[config.mk]
export PLATFORM = sky130hd
export DESIGN_NAME = pixel_write_combiner_core
export DESIGN_NICKNAME = d
export VERILOG_FILES = /design/src/pwc_pkg.sv /design/src/pwc_ram.sv /design/src/pixel_write_combiner_core.sv
export SDC_FILE = /design/constraint.sdc
export NUM_CORES = 2
export LEC_CHECK = 0
export ABC_AREA = 1
export BUFFER_PORTS_ARGS = -buffer_cell sky130_fd_sc_hd__buf_2
export CORE_AREA = 2 2 432 220
export DETAILED_ROUTE_END_ITERATION = 12
export DIE_AREA = 0 0 434 222
export GPL_TIMING_DRIVEN = 0
export PLACE_DENSITY_LB_ADDON = 0.2
export SLEW_MARGIN = 10
export SYNTH_ARGS = -nofsm -noshare
export SYNTH_HDL_FRONTEND = slang
export SYNTH_SLANG_ARGS = --single-unit
[constraint.sdc]
create_clock -name clk -period 5.2 [get_ports clk]
set_input_delay 1.04 -clock clk [delete_from_list [all_inputs] [get_ports clk]]
set_output_delay 1.04 -clock clk [all_outputs]
set_load 0.005 [all_outputs]
[src/pwc_pkg.sv]
// pwc_pkg: shared types and constants of the pixel write combiner
// beat structs for the pixel and burst channels, operation and mode codes,
// sequencer states; no dependencies
`default_nettype none

package pwc_pkg;

    // field widths
    localparam int unsigned COORD_W  = 11;
    localparam int unsigned COLOUR_W = 16;
    localparam int unsigned WORD_W   = 32;
    localparam int unsigned BYTES_W  = 8;
    localparam int unsigned WIDX_W   = 5;

    // operation codes
    localparam logic OP_WRITE = 1'b0;
    localparam logic OP_FLUSH = 1'b1;

    // pixel modes
    localparam logic MODE_RGB16 = 1'b0;
    localparam logic MODE_PAL8  = 1'b1;

    // one pixel request beat
    typedef struct packed {
        logic                operation;
        logic [COORD_W-1:0]  pixel_x;
        logic [COORD_W-1:0]  pixel_y;
        logic [COLOUR_W-1:0] colour;
    } req_beat_t;

    // one burst word beat
    typedef struct packed {
        logic [COORD_W-1:0] burst_x;
        logic [COORD_W-1:0] burst_y;
        logic [BYTES_W-1:0] byte_count;
        logic [WIDX_W-1:0]  word_index;
        logic [WORD_W-1:0]  packed_word;
        logic               last_word;
    } burst_beat_t;

    // sequencer states
    typedef enum logic [2:0] {
        ST_IDLE,
        ST_READ,
        ST_CAPT,
        ST_SHOW,
        ST_LOAD
    } pwc_state_t;

endpackage : pwc_pkg

`default_nettype wire

[src/pwc_ram.sv]
// pwc_ram: generic single-write, single-read memory with registered read data
// no dependencies
`default_nettype none

module pwc_ram #(
    parameter int unsigned WIDTH = 32,
    parameter int unsigned DEPTH = 32
) (
    input  wire logic                                      clk,
    input  wire logic                                      we,
    input  wire logic [((DEPTH > 1) ? $clog2(DEPTH) : 1)-1:0] waddr,
    input  wire logic [WIDTH-1:0]                          wdata,
    input  wire logic [((DEPTH > 1) ? $clog2(DEPTH) : 1)-1:0] raddr,
    output logic      [WIDTH-1:0]                          rdata
);

    logic [WIDTH-1:0] mem [DEPTH];
    logic [WIDTH-1:0] rdata_reg;

    // write port
    always_ff @(posedge clk)
    begin
        if (we)
        begin
            mem[waddr] <= wdata;
        end
    end

    // registered read port
    always_ff @(posedge clk)
    begin
        rdata_reg <= mem[raddr];
    end

    assign rdata = rdata_reg;

endmodule : pwc_ram

`default_nettype wire

[src/pixel_write_combiner_core.sv]
// pixel_write_combiner_core: packs pixel writes into a word buffer, emits bursts
// timing: a pixel that extends or starts a run is taken in ST_IDLE; a burst's first
// beat is offered after the ST_READ and ST_CAPT states, and each further beat after another ST_CAPT,
// since one read at a time goes through the buffer ram's registered port
// reset: asynchronous active-low, clears mode, run and sequencer state; buffer ram not cleared
// depends on pwc_pkg and pwc_ram
`default_nettype none

module pixel_write_combiner_core
    import pwc_pkg::*;
#(
    parameter int unsigned BUFFER_WORDS = 32
) (
    input  wire logic  clk,
    input  wire logic  rst_n,
    input  wire logic  cfg_we,
    input  wire logic  cfg_wdata,
    input  wire logic  req_valid,
    output logic       req_ready,
    input  wire req_beat_t req,
    output logic       burst_valid,
    input  wire logic  burst_ready,
    output burst_beat_t burst
);

    localparam int unsigned CAP16 = BUFFER_WORDS * 2;
    localparam int unsigned CAP8  = BUFFER_WORDS * 4;
    localparam int unsigned CW    = $clog2(CAP8 + 1);
    localparam int unsigned AW    = (BUFFER_WORDS > 1) ? $clog2(BUFFER_WORDS) : 1;
    localparam int unsigned BW_W  = CW + 1;
    localparam int unsigned SW    = ((CW > COORD_W) ? CW : COORD_W) + 1;

    pwc_state_t          state_reg, state_next;
    logic                mode_reg, mode_next;
    logic                run_valid_reg, run_valid_next;
    logic [COORD_W-1:0]  run_x_reg, run_x_next;
    logic [COORD_W-1:0]  run_y_reg, run_y_next;
    logic [CW-1:0]       cnt_reg, cnt_next;
    logic [WORD_W-1:0]   cur_word_reg, cur_word_next;
    logic                pend_valid_reg, pend_valid_next;
    logic [COORD_W-1:0]  pend_x_reg, pend_x_next;
    logic [COORD_W-1:0]  pend_y_reg, pend_y_next;
    logic [COLOUR_W-1:0] pend_colour_reg, pend_colour_next;
    logic [BW_W-1:0]     bytes_reg, bytes_next;
    logic [AW-1:0]       last_idx_reg, last_idx_next;
    logic [AW-1:0]       k_reg, k_next;
    logic [WORD_W-1:0]   word_reg, word_next;

    logic                ram_we;
    logic [AW-1:0]       ram_waddr;
    logic [WORD_W-1:0]   ram_wdata;
    logic [AW-1:0]       ram_raddr;
    logic [WORD_W-1:0]   ram_rdata;

    logic [CW-1:0]       cap;
    logic [CW-1:0]       pk_cnt;
    logic [COLOUR_W-1:0] pk_colour;
    logic [1:0]          pk_ofs;
    logic [WORD_W-1:0]   pk_val;
    logic [WORD_W-1:0]   pk_word;
    logic [AW-1:0]       pk_idx;
    logic [CW-1:0]       pk_cnt_inc;
    logic [CW-1:0]       ecnt;
    logic [BW_W-1:0]     e_bytes;
    logic [BW_W-1:0]     e_round;
    logic [AW-1:0]       e_last;
    logic                cont;

    // burst word buffer
    pwc_ram #(
        .WIDTH (WORD_W),
        .DEPTH (BUFFER_WORDS)
    ) u_buf (
        .clk   (clk),
        .we    (ram_we),
        .waddr (ram_waddr),
        .wdata (ram_wdata),
        .raddr (ram_raddr),
        .rdata (ram_rdata)
    );

    // run capacity in pixels
    assign cap = (mode_reg == MODE_PAL8) ? CW'(CAP8) : CW'(CAP16);

    // pixel packing: merge into the current word, forwarded from cur_word_reg
    always_comb
    begin
        pk_ofs  = (mode_reg == MODE_PAL8) ? pk_cnt[1:0] : {pk_cnt[0], 1'b0};
        pk_val  = (mode_reg == MODE_PAL8) ? {24'b0, pk_colour[7:0]} : {16'b0, pk_colour};
        pk_word = (pk_ofs == 2'd0) ? pk_val : (cur_word_reg | (pk_val << {pk_ofs, 3'b000}));
        pk_idx  = (mode_reg == MODE_PAL8) ? AW'(pk_cnt >> 2) : AW'(pk_cnt >> 1);
        pk_cnt_inc = pk_cnt + CW'(1);
    end

    // burst size from the run length
    always_comb
    begin
        e_bytes = (mode_reg == MODE_PAL8) ? BW_W'(ecnt) : {ecnt, 1'b0};
        e_round = e_bytes + BW_W'(3);
        e_last  = AW'((e_round >> 2) - BW_W'(1));
    end

    // pixel continues the pending run
    assign cont = run_valid_reg && (run_y_reg == req.pixel_y)
                  && ((SW'(run_x_reg) + SW'(cnt_reg)) == SW'(req.pixel_x))
                  && (cnt_reg < cap);

    // sequencer: next state and datapath control
    always_comb
    begin
        state_next       = state_reg;
        mode_next        = mode_reg;
        run_valid_next   = run_valid_reg;
        run_x_next       = run_x_reg;
        run_y_next       = run_y_reg;
        cnt_next         = cnt_reg;
        cur_word_next    = cur_word_reg;
        pend_valid_next  = pend_valid_reg;
        pend_x_next      = pend_x_reg;
        pend_y_next      = pend_y_reg;
        pend_colour_next = pend_colour_reg;
        bytes_next       = bytes_reg;
        last_idx_next    = last_idx_reg;
        k_next           = k_reg;
        word_next        = word_reg;
        req_ready        = 1'b0;
        ram_we           = 1'b0;
        ram_raddr        = k_reg;
        pk_cnt           = cnt_reg;
        pk_colour        = req.colour;
        ecnt             = cnt_reg;

        case (state_reg)
            ST_IDLE:
            begin
                req_ready = 1'b1;
                if (req_valid)
                begin
                    if (req.operation == OP_FLUSH)
                    begin
                        // flush the pending run, if any
                        if (run_valid_reg)
                        begin
                            bytes_next     = e_bytes;
                            last_idx_next  = e_last;
                            k_next         = '0;
                            run_valid_next = 1'b0;
                            state_next     = ST_READ;
                        end
                    end
                    else if (cont)
                    begin
                        // extend the run, emit when the buffer fills
                        ram_we        = 1'b1;
                        cur_word_next = pk_word;
                        cnt_next      = pk_cnt_inc;
                        if (pk_cnt_inc == cap)
                        begin
                            ecnt           = pk_cnt_inc;
                            bytes_next     = e_bytes;
                            last_idx_next  = e_last;
                            k_next         = '0;
                            run_valid_next = 1'b0;
                            state_next     = ST_READ;
                        end
                    end
                    else if (run_valid_reg)
                    begin
                        // run broken: emit it, hold the new pixel for later
                        bytes_next       = e_bytes;
                        last_idx_next    = e_last;
                        k_next           = '0;
                        run_valid_next   = 1'b0;
                        pend_valid_next  = 1'b1;
                        pend_x_next      = req.pixel_x;
                        pend_y_next      = req.pixel_y;
                        pend_colour_next = req.colour;
                        state_next       = ST_READ;
                    end
                    else
                    begin
                        // start a new run
                        pk_cnt         = '0;
                        ram_we         = 1'b1;
                        cur_word_next  = pk_word;
                        cnt_next       = CW'(1);
                        run_x_next     = req.pixel_x;
                        run_y_next     = req.pixel_y;
                        run_valid_next = 1'b1;
                    end
                end
            end

            ST_READ:
            begin
                ram_raddr  = k_reg;
                state_next = ST_CAPT;
            end

            ST_CAPT:
            begin
                word_next  = ram_rdata;
                state_next = ST_SHOW;
            end

            ST_SHOW:
            begin
                if (burst_ready)
                begin
                    if (k_reg == last_idx_reg)
                    begin
                        state_next = pend_valid_reg ? ST_LOAD : ST_IDLE;
                    end
                    else
                    begin
                        k_next     = k_reg + AW'(1);
                        ram_raddr  = k_reg + AW'(1);
                        state_next = ST_CAPT;
                    end
                end
            end

            ST_LOAD:
            begin
                // held pixel opens the new run
                pk_cnt          = '0;
                pk_colour       = pend_colour_reg;
                ram_we          = 1'b1;
                cur_word_next   = pk_word;
                cnt_next        = CW'(1);
                run_x_next      = pend_x_reg;
                run_y_next      = pend_y_reg;
                run_valid_next  = 1'b1;
                pend_valid_next = 1'b0;
                state_next      = ST_IDLE;
            end

            default:
            begin
                state_next = ST_IDLE;
            end
        endcase

        // mode write drops the pending run
        if (cfg_we)
        begin
            mode_next      = cfg_wdata;
            run_valid_next = 1'b0;
        end
    end

    assign ram_waddr = pk_idx;
    assign ram_wdata = pk_word;

    // control registers
    always_ff @(posedge clk or negedge rst_n)
    begin
        if (!rst_n)
        begin
            state_reg      <= ST_IDLE;
            mode_reg       <= MODE_RGB16;
            run_valid_reg  <= 1'b0;
            pend_valid_reg <= 1'b0;
            cnt_reg        <= '0;
            k_reg          <= '0;
            last_idx_reg   <= '0;
        end
        else
        begin
            state_reg      <= state_next;
            mode_reg       <= mode_next;
            run_valid_reg  <= run_valid_next;
            pend_valid_reg <= pend_valid_next;
            cnt_reg        <= cnt_next;
            k_reg          <= k_next;
            last_idx_reg   <= last_idx_next;
        end
    end

    // payload registers
    always_ff @(posedge clk)
    begin
        run_x_reg       <= run_x_next;
        run_y_reg       <= run_y_next;
        cur_word_reg    <= cur_word_next;
        pend_x_reg      <= pend_x_next;
        pend_y_reg      <= pend_y_next;
        pend_colour_reg <= pend_colour_next;
        bytes_reg       <= bytes_next;
        word_reg        <= word_next;
    end

    // burst beat
    assign burst_valid       = (state_reg == ST_SHOW);
    assign burst.burst_x     = run_x_reg;
    assign burst.burst_y     = run_y_reg;
    assign burst.byte_count  = BYTES_W'(bytes_reg);
    assign burst.word_index  = WIDX_W'(k_reg);
    assign burst.packed_word = word_reg;
    assign burst.last_word   = (k_reg == last_idx_reg);

`ifndef ASSERT_OFF
    // no pixel is taken while a burst beat is on offer
    a_ready_no_burst: assert property (@(posedge clk) disable iff (!rst_n)
        req_ready |-> !burst_valid)
        else $error("pixel accepted while burst beat pending");

    // the final beat ends the burst
    a_last_ends: assert property (@(posedge clk) disable iff (!rst_n)
        (burst_valid && burst_ready && burst.last_word) |=> !burst_valid)
        else $error("burst continued past last word");

    // a pending run never reaches capacity
    a_run_below_cap: assert property (@(posedge clk) disable iff (!rst_n)
        run_valid_reg |-> (cnt_reg < cap))
        else $error("pending run at or above capacity");

    // buffer is not written while a read is in flight
    a_no_write_on_read: assert property (@(posedge clk) disable iff (!rst_n)
        (state_reg == ST_CAPT) |-> !ram_we)
        else $error("buffer write during burst read");
`endif

endmodule : pixel_write_combiner_core

`default_nettype wire

==> results.ini <==
[floorplan]
die_w_um = 434
io_pins = 115
dieArea_um2 = 96300
die_y_um = 222
rows = 79
start_util = 0.526
core_area_um2 = 92300

[critical_path]
r2r-start = k_reg[4]$_DFFE_PN0P_
worstPathArrival_ns = 5.72
crit_path_max_fanout = 10
critPathLaunch = k_reg[4]$_DFFE_PN0P_
cp_data_required_time_ns = 5.78
crit_end = u_buf.rdata[21]$_DFF_P_
rr_endpoint = u_buf.rdata[21]$_DFF_P_
critPathLaunchType = flop
rr_worst_depth = 16
path_class = flop to flop
critPathCaptureType = flop
r2r_slack_ns = 0.06

[sta]
fin_skew_ns = 0.0350
setup_violations = 0
fin_crit_ns = 5.14
whs_ns = 0.342
drv_slew = 0
relSlewSlack = 0.0254
tightestPinTransition_ns = 1.46
fin_crit_sh = 0.989
final_hold_viol_count = 0
max_freq_ghz = 0.195
grt_setup_unrepaired = no

[pwr]
power_uw = 34500
ir_worst_vdd_mv = 0.351
p_leak_uw = 0.0191
p_per_area_nw_per_um2 = 608

[global_route]
grt_util_met1 = 0.531
use_met3 = 0.193
antenna_found_initial = 4
grt_max_degree = 34
grt_pass1_wl_um = 232000
grt_pass1_vias = 31600
globalRouteMet2Util = 0.399
grt_overflow = 0
busiest_layer = met1
track_usage = 0.342

[placement]
placedCellCount = 5212
portBuffers = 114
placed_area_um2 = 52700
globalplace.congestion = 0.987
dp_hpwl_um = 116000

[clock_tree]
cts_max_level = 3
cts_buffer_depth = 3
clkSinkCount = 1212
clockRootBuffer = clkbuf_16
numCtsBuffers = 102
worstSkewPairLatency_ns = 0.72
cts_tree = done
clk_pin_slew_worst_paths_ns = 0.07

[synthesis]
yosysSeqAreaShare = 0.740
synthAdderAreaFrac = 0.00350
yosysTopAreaCell = edfxtp_1
synthFlopType = edfxtp_1
synth_compound_area_frac = 0.123
synth-edff-count = 1156
synth_top_area_frac = 0.715
netlist_instances = 3771
synthTopCellsByArea = edfxtp_1, o21ai_0, nor2_1, o221ai_1, nand2_1
synth_top_family_by_area = compound AO/OA/AOI/OAI gates
ys_types = 50
synth-xor-area-share = 0.00358
synthMuxAreaShare = 0
synthArstFlopShare = 0.0198
synth_commonest_cells = edfxtp_1, nor2_1, o21ai_0
syn_avg_cell_area_um2 = 12.9
syn-num-nets = 3829
synth-seq-cells = 1212
yosys_warnings = 0
syn-cell-area_um2 = 48600
synth-simple-area-share = 0.0992
synth.most_common_cell = edfxtp_1

[detailed_routing]
drc = 0
viasPerCell = 6.40
finalWirelength_um = 166000
dr.pass1.iters = 9
wl_per_cell_um = 30.3
num_vias = 35100
drt_iter0_drc = 6901
ant_nets = 0

[cells_and_area]
fin_nets = 4190
top_register = u_buf.mem
stdcell_area_um2 = 56700
drive_above_1_share = 0.138
area_growth_pct = 16.9
instances_no_fill = 5479
largest_reg_flops = 1024
final_core_util = 0.615

[worst_hold_path]
hp-class = input pin to asynchronous set/reset pin

[run_status]
status = complete, no violations

[job]
cap_violations = 0

## kinds of logic after synthesis
family | Yosys count
buffers and inverters | 374
AOI/OAI and AO/OA | 1001
and+or+nand+nor | 1152
DFF | 1212
xor gates and xnor gates | 19
adders and majority gates | 13
## critical path: stages, from the launching register on
cell,delay [ns]
dfrtp_1,0.49
xor2_1,0.18
nor2_1,0.14
nand3_2,0.15
nand2_1,0.17
a21oi_1,0.08
nand2_1,0.09
nand2_2,0.28
inv_2,0.37
buf_4,0.39
clkbuf_1,0.97
o21ai_0,0.20
o221ai_1,0.20
nand3_1,0.42
o21ai_1,0.32
nor2_1,0.12
a31oi_1,0.38
## where the power goes
part | internal [µW] | total [µW] | switching (µW)
Clock | 4110 | 7700 | 3590
Combinational | 3250 | 13900 | 10700
Sequential | 12600 | 12900 | 216
## area by class of cell
type | instances | area (µm²)
Antenna cell | 7 | 17.5
Buffer | 238 | 976
Clock buffer | 143 | 2870
Clock inverter | 46 | 385
Fill cell | 7034 | 35600
Inverter | 136 | 515
Multi-Input combinational cell | 2185 | 11600
Sequential cell | 1212 | 36000
Tap cell | 1255 | 1570
Timing Repair Buffer | 256 | 2820
Timing Repair inverter | 1 | 5.00
## worst min-delay path by stage
| stage | from | to | depth (start not counted) |
|---|---|---|---|
| 5_1_grt | rst_n | cnt_reg[7]$_DFFE_PN0P_ | 1 |
| 3_3_place_gp | u_buf.rdata[29]$_DFF_P_ | word_reg[29]$_DFFE_PN_ | 0 |
| 3_5_place_dp | u_buf.rdata[16]$_DFF_P_ | word_reg[16]$_DFFE_PN_ | 0 |
| 4_1_cts | rst_n | cnt_reg[7]$_DFFE_PN0P_ | 1 |
| 2_1_floorplan | u_buf.rdata[0]$_DFF_P_ | word_reg[0]$_DFFE_PN_ | 0 |
| 6_report | rst_n | cnt_reg[7]$_DFFE_PN0P_ | 1 |
## metal layers
metal | vias up | wire (µm)
met5 | - | 329
met4 | 4 | 4510
met3 | 312 | 34300
met2 | 2919 | 59400
met1 | 17100 | 67600
li1 | 14700 | -
## metrics by stage
stage / setup slack, ns / setup TNS [ns]
6_report: 0.0588 / 0
5_1_grt: 0.00604 / 0
4_1_cts: 0.0142 / 0
3_5_place_dp: -1.58 / -1193.14
3_3_place_gp: -4.47 / -6128.86
2_1_floorplan: 0.152 / 0
## cells in the final DEF (no fill, tap or decap), drive strengths merged, types with 38 or more instances in the layout
cell type | Yosys | layout
clkbuf | 177 | 320
inv | 135 | 139
nand3 | 145 | 145
o21ai | 653 | 653
edfxtp | 1156 | 1156
clkinv | 1 | 38
buf | 61 | 317
o221ai | 201 | 201
nor2 | 684 | 684
o22ai | 56 | 56
nand2 | 286 | 286
## repair_timing
action                                 4_1_cts  5_1_grt
gates resized for setup                     10        2
setup endpoints to repair                 1024      394
pin swaps                                   30        1
cloned                                       1        0
endpoints found under the hold margin        0        0
hold buffers                                 0        0
buffers inserted                            68        2
(Power assumes the default switching activity.)
